<file path="src/hdl/ndc_pkg.sv">
// Shared types and constants for the nibble delta codec.
`default_nettype none

package ndc_pkg;

  localparam int NUM_CODES   = 16;
  localparam int CODE_W      = 4;
  localparam int SAMPLE_W    = 8;
  localparam int CFG_DATA_W  = 64;
  localparam int CFG_INDEX_W = 3;

  // Register map
  localparam logic [CFG_INDEX_W-1:0] REG_MODE         = 3'd0;
  localparam logic [CFG_INDEX_W-1:0] REG_DELTA_LO     = 3'd1;
  localparam logic [CFG_INDEX_W-1:0] REG_DELTA_HI     = 3'd2;
  localparam logic [CFG_INDEX_W-1:0] REG_THRESHOLD_LO = 3'd3;
  localparam logic [CFG_INDEX_W-1:0] REG_THRESHOLD_HI = 3'd4;

  // Operating modes
  localparam logic MODE_COMPRESS = 1'b0;
  localparam logic MODE_EXPAND   = 1'b1;

  localparam logic [CODE_W-1:0] CODE_TOP = 4'hF;

  typedef struct packed {
    logic                                    mode;
    logic [NUM_CODES-1:0][SAMPLE_W-1:0]      delta;
    logic [NUM_CODES-1:0][SAMPLE_W-1:0]      threshold;
  } cfg_t;

  typedef struct packed {
    logic [SAMPLE_W-1:0] data;
    logic                run_end;
    logic                block_end;
  } result_t;

  // Results of one item: count is 0, 1 or 2
  typedef struct packed {
    logic [1:0] count;
    result_t    r0;
    result_t    r1;
  } result_set_t;

  typedef struct packed {
    logic room;        // buffer can absorb a full item
    logic spare_busy;  // second result waits behind the output register
  } buf_status_t;

endpackage

`default_nettype wire

</file>
<file path="src/hdl/nibble_delta_codec.sv">
// Top level of the nibble delta codec: config, datapath, result buffer.
// A result is on out_* in the cycle after its item is accepted.
// One item per cycle while compressing or seeding a block, as long as
//   out_ready holds; an expanded byte yields two samples through one output
//   register, so no new item enters while the second sample waits in the spare slot.
// Reset (rst, synchronous): registers, accumulator and held nibble clear.
`default_nettype none

module nibble_delta_codec
  import ndc_pkg::*;
(
  input  wire logic                   clk,
  input  wire logic                   rst,
  // configuration writes
  input  wire logic                   cfg_valid,
  output logic                        cfg_ready,
  input  wire logic [CFG_INDEX_W-1:0] cfg_index,
  input  wire logic [CFG_DATA_W-1:0]  cfg_data,
  // input items
  input  wire logic                   in_valid,
  output logic                        in_ready,
  input  wire logic [SAMPLE_W-1:0]    in_byte,
  input  wire logic                   block_first,
  input  wire logic                   block_last,
  // result items
  output logic                        out_valid,
  input  wire logic                   out_ready,
  output logic [SAMPLE_W-1:0]         out_byte,
  output logic                        run_end,
  output logic                        block_end
);

  cfg_t        cfg;
  result_set_t res;
  buf_status_t status;
  logic        take;

  // An item enters only when the buffer can hold everything it produces;
  // a result leaving this cycle frees its slot for the new one.
  assign in_ready = status.room;
  assign take     = in_valid && in_ready;

  ndc_cfg u_cfg (
    .clk       (clk),
    .rst       (rst),
    .cfg_valid (cfg_valid),
    .cfg_ready (cfg_ready),
    .cfg_index (cfg_index),
    .cfg_data  (cfg_data),
    .cfg       (cfg)
  );

  // Single pass: the code search and accumulator update settle within the
  // cycle the item is accepted; the results land in the buffer registers.
  ndc_core u_core (
    .clk         (clk),
    .rst         (rst),
    .cfg         (cfg),
    .take        (take),
    .in_byte     (in_byte),
    .block_first (block_first),
    .block_last  (block_last),
    .res         (res)
  );

  ndc_outbuf u_outbuf (
    .clk       (clk),
    .rst       (rst),
    .take      (take),
    .res       (res),
    .status    (status),
    .out_valid (out_valid),
    .out_ready (out_ready),
    .out_byte  (out_byte),
    .run_end   (run_end),
    .block_end (block_end)
  );

  // The spare slot only fills behind a held head result.
  a_spare_behind_head: assert property (@(posedge clk) disable iff (rst)
    status.spare_busy |-> out_valid)
    else $error("spare result held without a head result");

  // No item may enter while the second sample still waits.
  a_no_take_when_spare: assert property (@(posedge clk) disable iff (rst)
    status.spare_busy |-> !in_ready)
    else $error("input accepted while spare slot occupied");

  // An expanded byte leaves two samples queued.
  a_expand_two_results: assert property (@(posedge clk) disable iff (rst)
    (take && !block_first && cfg.mode == MODE_EXPAND) |=> (out_valid && status.spare_busy))
    else $error("expand item did not queue two samples");

endmodule

`default_nettype wire

</file>
<file path="src/hdl/ndc_cfg.sv">
// Configuration register file of the nibble delta codec.
`default_nettype none

module ndc_cfg
  import ndc_pkg::*;
(
  input  wire logic                   clk,
  input  wire logic                   rst,
  input  wire logic                   cfg_valid,
  output logic                        cfg_ready,
  input  wire logic [CFG_INDEX_W-1:0] cfg_index,
  input  wire logic [CFG_DATA_W-1:0]  cfg_data,
  output cfg_t                        cfg
);

  logic                  mode;
  logic [CFG_DATA_W-1:0] delta_lo;
  logic [CFG_DATA_W-1:0] delta_hi;
  logic [CFG_DATA_W-1:0] threshold_lo;
  logic [CFG_DATA_W-1:0] threshold_hi;

  assign cfg_ready = 1'b1;

  always_ff @(posedge clk) begin
    if (rst) begin
      mode         <= MODE_COMPRESS;
      delta_lo     <= '0;
      delta_hi     <= '0;
      threshold_lo <= '0;
      threshold_hi <= '0;
    end else if (cfg_valid && cfg_ready) begin
      case (cfg_index)
        REG_MODE:         mode         <= cfg_data[0];
        REG_DELTA_LO:     delta_lo     <= cfg_data;
        REG_DELTA_HI:     delta_hi     <= cfg_data;
        REG_THRESHOLD_LO: threshold_lo <= cfg_data;
        REG_THRESHOLD_HI: threshold_hi <= cfg_data;
        default: ;  // unmapped index, write dropped
      endcase
    end
  end

  // code 0 lands in bits 7:0 of the low word
  assign cfg.mode      = mode;
  assign cfg.delta     = {delta_hi, delta_lo};
  assign cfg.threshold = {threshold_hi, threshold_lo};

endmodule

`default_nettype wire

</file>
<file path="src/hdl/ndc_core.sv">
// Codec datapath: accumulator, code search, nibble pairing and expansion.
`default_nettype none

module ndc_core
  import ndc_pkg::*;
(
  input  wire logic                clk,
  input  wire logic                rst,
  input  wire cfg_t                cfg,
  input  wire logic                take,
  input  wire logic [SAMPLE_W-1:0] in_byte,
  input  wire logic                block_first,
  input  wire logic                block_last,
  output result_set_t              res
);

  logic [SAMPLE_W-1:0] running_value;
  logic [CODE_W-1:0]   held_nibble;
  logic                nibble_waiting;

  logic [SAMPLE_W-1:0] running_value_next;
  logic [CODE_W-1:0]   held_nibble_next;
  logic                nibble_waiting_next;

  logic [SAMPLE_W-1:0] diff;
  logic [CODE_W-1:0]   code;
  logic [SAMPLE_W-1:0] expand_lo;
  logic [SAMPLE_W-1:0] expand_hi;

  // Code search: top code wins at or above its threshold, else lowest code
  // whose threshold covers the difference, else top code.
  always_comb begin
    diff = in_byte - running_value;
    code = CODE_TOP;
    for (int c = NUM_CODES - 2; c >= 0; c--) begin
      if ($signed(diff) <= $signed(cfg.threshold[CODE_W'(c)])) code = CODE_W'(c);
    end
    if ($signed(diff) >= $signed(cfg.threshold[NUM_CODES-1])) code = CODE_TOP;
  end

  assign expand_lo = running_value + cfg.delta[in_byte[CODE_W-1:0]];
  assign expand_hi = expand_lo + cfg.delta[in_byte[SAMPLE_W-1:CODE_W]];

  always_comb begin
    running_value_next  = running_value;
    held_nibble_next    = held_nibble;
    nibble_waiting_next = nibble_waiting;
    res                 = '0;
    if (block_first) begin
      running_value_next  = in_byte;
      held_nibble_next    = '0;
      nibble_waiting_next = 1'b0;
      res.count           = 2'd1;
      res.r0              = '{data: in_byte, run_end: 1'b1, block_end: block_last};
    end else if (cfg.mode == MODE_COMPRESS) begin
      running_value_next = running_value + cfg.delta[code];
      if (nibble_waiting) begin
        held_nibble_next    = '0;
        nibble_waiting_next = 1'b0;
        res.count           = 2'd1;
        res.r0 = '{data: {code, held_nibble}, run_end: 1'b1, block_end: block_last};
      end else if (block_last) begin
        // lone code at block end goes out with an empty high nibble
        res.count = 2'd1;
        res.r0    = '{data: {{CODE_W{1'b0}}, code}, run_end: 1'b1, block_end: 1'b1};
      end else begin
        held_nibble_next    = code;
        nibble_waiting_next = 1'b1;
      end
    end else begin
      running_value_next = expand_hi;
      res.count          = 2'd2;
      res.r0             = '{data: expand_lo, run_end: 1'b0, block_end: 1'b0};
      res.r1             = '{data: expand_hi, run_end: 1'b1, block_end: block_last};
    end
  end

  always_ff @(posedge clk) begin
    if (rst) begin
      running_value  <= '0;
      held_nibble    <= '0;
      nibble_waiting <= 1'b0;
    end else if (take) begin
      running_value  <= running_value_next;
      held_nibble    <= held_nibble_next;
      nibble_waiting <= nibble_waiting_next;
    end
  end

endmodule

`default_nettype wire

</file>
<file path="src/hdl/ndc_outbuf.sv">
// Result register with one spare slot for the second expanded sample.
`default_nettype none

module ndc_outbuf
  import ndc_pkg::*;
(
  input  wire logic                 clk,
  input  wire logic                 rst,
  input  wire logic                 take,
  input  wire result_set_t          res,
  output buf_status_t               status,
  output logic                      out_valid,
  input  wire logic                 out_ready,
  output logic [SAMPLE_W-1:0]       out_byte,
  output logic                      run_end,
  output logic                      block_end
);

  result_t head;
  result_t spare;
  logic    spare_valid;
  logic    fire;

  assign fire              = out_valid && out_ready;
  assign status.room       = !spare_valid && (!out_valid || out_ready);
  assign status.spare_busy = spare_valid;

  always_ff @(posedge clk) begin
    if (rst) begin
      out_valid   <= 1'b0;
      spare_valid <= 1'b0;
    end else if (take && res.count != 2'd0) begin
      out_valid   <= 1'b1;
      spare_valid <= (res.count == 2'd2);
    end else if (fire) begin
      out_valid   <= spare_valid;
      spare_valid <= 1'b0;
    end
  end

  always_ff @(posedge clk) begin
    if (take && res.count != 2'd0) begin
      head  <= res.r0;
      spare <= res.r1;
    end else if (fire) begin
      head  <= spare;
    end
  end

  assign out_byte  = head.data;
  assign run_end   = head.run_end;
  assign block_end = head.block_end;

endmodule

`default_nettype wire
</file>
<file path="config.mk">
export PLATFORM = sky130hd
export DESIGN_NAME = nibble_delta_codec
export DESIGN_NICKNAME = d
export VERILOG_FILES = /design/src/hdl/ndc_pkg.sv /design/src/hdl/nibble_delta_codec.sv /design/src/hdl/ndc_cfg.sv /design/src/hdl/ndc_core.sv /design/src/hdl/ndc_outbuf.sv
export SDC_FILE = /design/constraint.sdc
export NUM_CORES = 1
export LEC_CHECK = 0
export ABC_AREA = 1
export BUFFER_PORTS_ARGS = -buffer_cell sky130_fd_sc_hd__buf_2
export CAP_MARGIN = 20
export CORE_ASPECT_RATIO = 1.1
export CORE_UTILIZATION = 28
export CTS_CLUSTER_SIZE = 28
export DETAILED_ROUTE_END_ITERATION = 7
export SYNTH_ARGS = -nofsm -noshare
export SYNTH_HDL_FRONTEND = slang
export SYNTH_SLANG_ARGS = --single-unit
</file>
<file path="constraint.sdc">
create_clock -name clk -period 5.9 [get_ports clk]
set_input_delay 0.885 -clock clk [delete_from_list [all_inputs] [get_ports clk]]
set_output_delay 0.885 -clock clk [all_outputs]
set_load 0.05 [all_outputs]
</file>
==> results by group <==
Floorplan
  – Num rows: 87
  – Die W: 221 µm
  – Die area: 53700 µm²
  – Starting Density: 28.6%
  – Core area: 51700 µm²
  – I/O Pins: 95
  – Die Height: 243 µm

Flow run
  – Max-cap violations: 0

GRT
  – Total grt overflow: 0
  – GRT Total Usage: 21.2%
  – Initial antenna violation count: 1
  – Largest net degree at the start of global routing: 100
  – Vias in the first global route: 14.3k
  – First-pass GRT wire length: 87800 µm

Hold path
  – Worst Hold Depth: 2
  – Hold worst-path end: u_cfg.threshold_lo[56]$_SDFFE_PP0P_
  – HP Class: reg -> reg
  – Hold_sp: u_cfg.threshold_lo[56]$_SDFFE_PP0P_

Synthesis
  – Yosys warning count: 0
  – Synth Register Bits: 236
  – Mapped Cells: 2148
  – Seq/Total Area, Yosys: 33.3%
  – Cell variety after synth: 45
  – Synth Area per Inst: 6.88 µm²
  – Post-Syn Area: 14800 µm²
  – Syn_nets: 2335

Layout
  – Final std cells w/o fill: 2967
  – Nets: 2466
  – Syn-to-layout area delta: 24.3%
  – Layout cells sized above 1: 18.0%
  – Number of diodes: 0

Critical path
  – Reg-to-Reg Start: u_core.running_value[2]$_SDFFE_PP0P_
  – WP data required: 6.40 ns
  – Slowest cell on crit path: inv_1
  – Crit path top cell by count: nor2_2
  – CP Max Fanout: 5
  – R2R setup slack: 0.06 ns
  – Worst Setup End Kind: flip-flop
  – Data arrival, critical path: 6.38 ns
  – WS Path Type: in -> reg
  – R2r endpoint: u_core.running_value[7]$_SDFFE_PP0P_
  – Setup crit start kind: input port
  – Slowest stage delay, CP: 0.29 ns
  – R2R depth: 42

Clock network
  – Clock Tree Buf Depth: 3
  – Clock sinks: 236
  – Worst skew pair latency: 0.57 ns
  – Htree depth: 1
  – CTS root buf: clkbuf_16
  – Clock Pin Slew Worst Setup and Hold Paths: 0.06 ns
  – Num CTS Buffers: 28
  – Hold-fix buffers, CTS: 0
  – CTS tree: done

Timing
  – Final Max Slew Viols: 0
  – Final setup fails: 0
  – Rel. slew slack: 29.3%
  – Setup TNS: 0 ns
  – Final period util: 99.7%
  – RSZ-0062 raised after global routing: true
  – Clock skew: 0.0170 ns
  – Worst-Margin Slew: 1.06 ns
  – Fin. Hold Viols: 0
  – F_max: 0.170 GHz
  – Min Clock Period, post-route: 5.88 ns
  – Hold_ws: 0.453 ns

Routing
  – WL met3: 4430 µm
  – Post-route DRC: 0
  – Starting DRC count in detailed routing: 1565
  – Top layer in use: met4
  – Met2 WL post-DR: 26800 µm
  – Routed vias: 15.7k
  – Post-DRT Antenna Nets: 0
  – Final wirelength: 59600 µm
  – Drt first pass iters: 5
  – WL met1: 25500 µm
  – Average vias per placed instance: 5.29
  – Routed len/inst: 20.1 µm

Placement
  – GPL Wtd Cong: 0.958
  – HPWL Detailed: 42900 µm
  – Dpl cells: 2897
  – PortBufs: 93

Outcome
  – Status: finished, final reports clean
## metal layers
layer  vias up  track usage (%)
li1       7573                -
met1      7297             28.4
met2       711             34.2
met3       127             2.80
met4         0             9.09
met5         -                0
## what timing repair did
action	in CTS	in global routing
cloned	0	5
setup endpoints to repair	3	4
pin swaps	8	70
gates resized for setup	14	125
endpoints found under the hold margin	0	0
buffers inserted	2	12
## cells in the mapped netlist
master / instances / area, µm²
o31ai_1: 4 / 30.0
a21oi_2: 2 / 17.5
ha_1: 101 / 1260
a21oi_1: 351 / 1760
o221ai_1: 3 / 26.3
a31oi_1: 4 / 25.0
a21o_1: 4 / 30.0
xnor2_1: 6 / 52.6
clkbuf_1: 111 / 417
o2111ai_1: 2 / 17.5
nor3_1: 11 / 55.1
nand2_1: 189 / 709
o31a_1: 1 / 8.76
clkinv_1: 5 / 18.8
nor4_1: 3 / 18.8
xor2_1: 14 / 123
nand2_4: 3 / 33.8
buf_2: 15 / 75.1
fa_1: 4 / 80.1
a41oi_1: 5 / 43.8
nor2_1: 200 / 751
nand3_1: 141 / 706
o21bai_1: 4 / 30.0
nand2_2: 3 / 18.8
nor3_2: 1 / 10.0
buf_4: 3 / 22.5
nand3_2: 1 / 10.0
o211ai_1: 61 / 458
a211oi_1: 1 / 7.51
dfxtp_1: 216 / 4320
o21ai_1: 19 / 95.1
o21ai_0: 345 / 1730
or2_2: 1 / 6.26
and2_1: 2 / 12.5
nand4_1: 8 / 50.1
o21a_1: 5 / 37.5
conb_1: 1 / 3.75
buf_6: 6 / 67.6
inv_1: 252 / 946
buf_1: 5 / 18.8
nor2_2: 2 / 12.5
o22ai_1: 2 / 12.5
inv_2: 8 / 30.0
edfxtp_1: 20 / 601
a221oi_1: 3 / 26.3
## final cells by class
type                       instances  area (µm²)
clock buffer                      41         810
tap                              667         835
sequential                       236        4930
fill                            5501       33300
timing repair inverter             1        8.76
inverter                         265        1010
clock inverter                    10         119
timing repair buffer             239        1820
multi-input combinational       1508        8840
## layout by cell type, fill, tap and decap left out, types with 5 or more instances in the layout
| master | instances |
|---|---|
| inv_2 | 19 |
| buf_6 | 8 |
| o21ai_1 | 24 |
| a21oi_2 | 22 |
| a41oi_1 | 5 |
| o21ai_0 | 338 |
| nand2_4 | 5 |
| ha_1 | 85 |
| xor2_1 | 12 |
| buf_12 | 15 |
| buf_4 | 121 |
| nand4_1 | 8 |
| nor3_1 | 6 |
| o211ai_1 | 61 |
| nand2_2 | 22 |
| clkbuf_1 | 7 |
| buf_2 | 92 |
| xnor2_1 | 5 |
| inv_1 | 241 |
| o21a_1 | 5 |
| clkinv_2 | 5 |
| nor2_2 | 11 |
| nor2_1 | 190 |
| ha_4 | 15 |
| edfxtp_1 | 20 |
| clkbuf_8 | 6 |
| dfxtp_1 | 214 |
| nand3_1 | 132 |
| nand2_1 | 168 |
| nand3_2 | 9 |
| clkbuf_16 | 30 |
| a21oi_1 | 329 |
## worst max-delay path by stage
stage | from | end | slack, ns
final | in_byte[2] | u_core.running_value[7]$_SDFFE_PP0P_ | 0.02
after global routing | in_byte[0] | u_core.running_value[7]$_SDFFE_PP0P_ | -0.41
after CTS | in_byte[2] | u_core.running_value[7]$_SDFFE_PP0P_ | 0.003
after detailed placement | in_byte[2] | u_core.running_value[7]$_SDFFE_PP0P_ | -0.72
after global placement | in_byte[0] | u_core.running_value[7]$_SDFFE_PP0P_ | -0.59
after floorplan | in_byte[0] | u_core.running_value[7]$_SDFFE_PP0P_ | -0.11
## metrics by stage
step	instance area (µm²)	util, %	worst slack, ns
2_1_floorplan	14800	-	-0.110
3_3_place_gp	16700	32.2	-0.589
3_5_place_dp	16700	32.2	-0.720
4_1_cts	17700	34.2	0.00329
5_1_grt	18400	35.5	-0.414
6_report	18400	35.5	0.0192
## registers in the layout, indices dropped and copies added (netlist names)
signal and cells:
u_outbuf.run_end 1, u_outbuf.spare 10, u_cfg.mode 1, u_cfg.threshold_hi 8, u_core.held_nibble 4, u_outbuf.spare_valid 1
u_outbuf.out_valid 1, u_cfg.threshold_lo 64, u_core.nibble_waiting 1, u_cfg.delta_lo 64, u_core.running_value 8, u_cfg.delta_hi 64
u_outbuf.block_end 1, u_outbuf.out_byte 8
## kinds of logic after synthesis
group	Yosys count	share of synthesized area, %
compound gates	816	29.4
flops	236	33.3
simple gates	565	16.2
xor+xnor	20	1.18
fa+ha+maj	105	9.09
other cells	1	0.0254
buf+inv	405	10.8
## critical path, delay by kind of cell
kind	cells	cell delay (ns)
AOI/OAI and AO/OA	11	1.43
xor gates and xnor gates	3	0.48
adders and majority gates	3	0.77
buffers and inverters	8	1.10
and+or+nand+nor	17	1.68
Power is not shown: default switching activity piles up to over one toggle a cycle in this logic, so the estimate is an artifact.
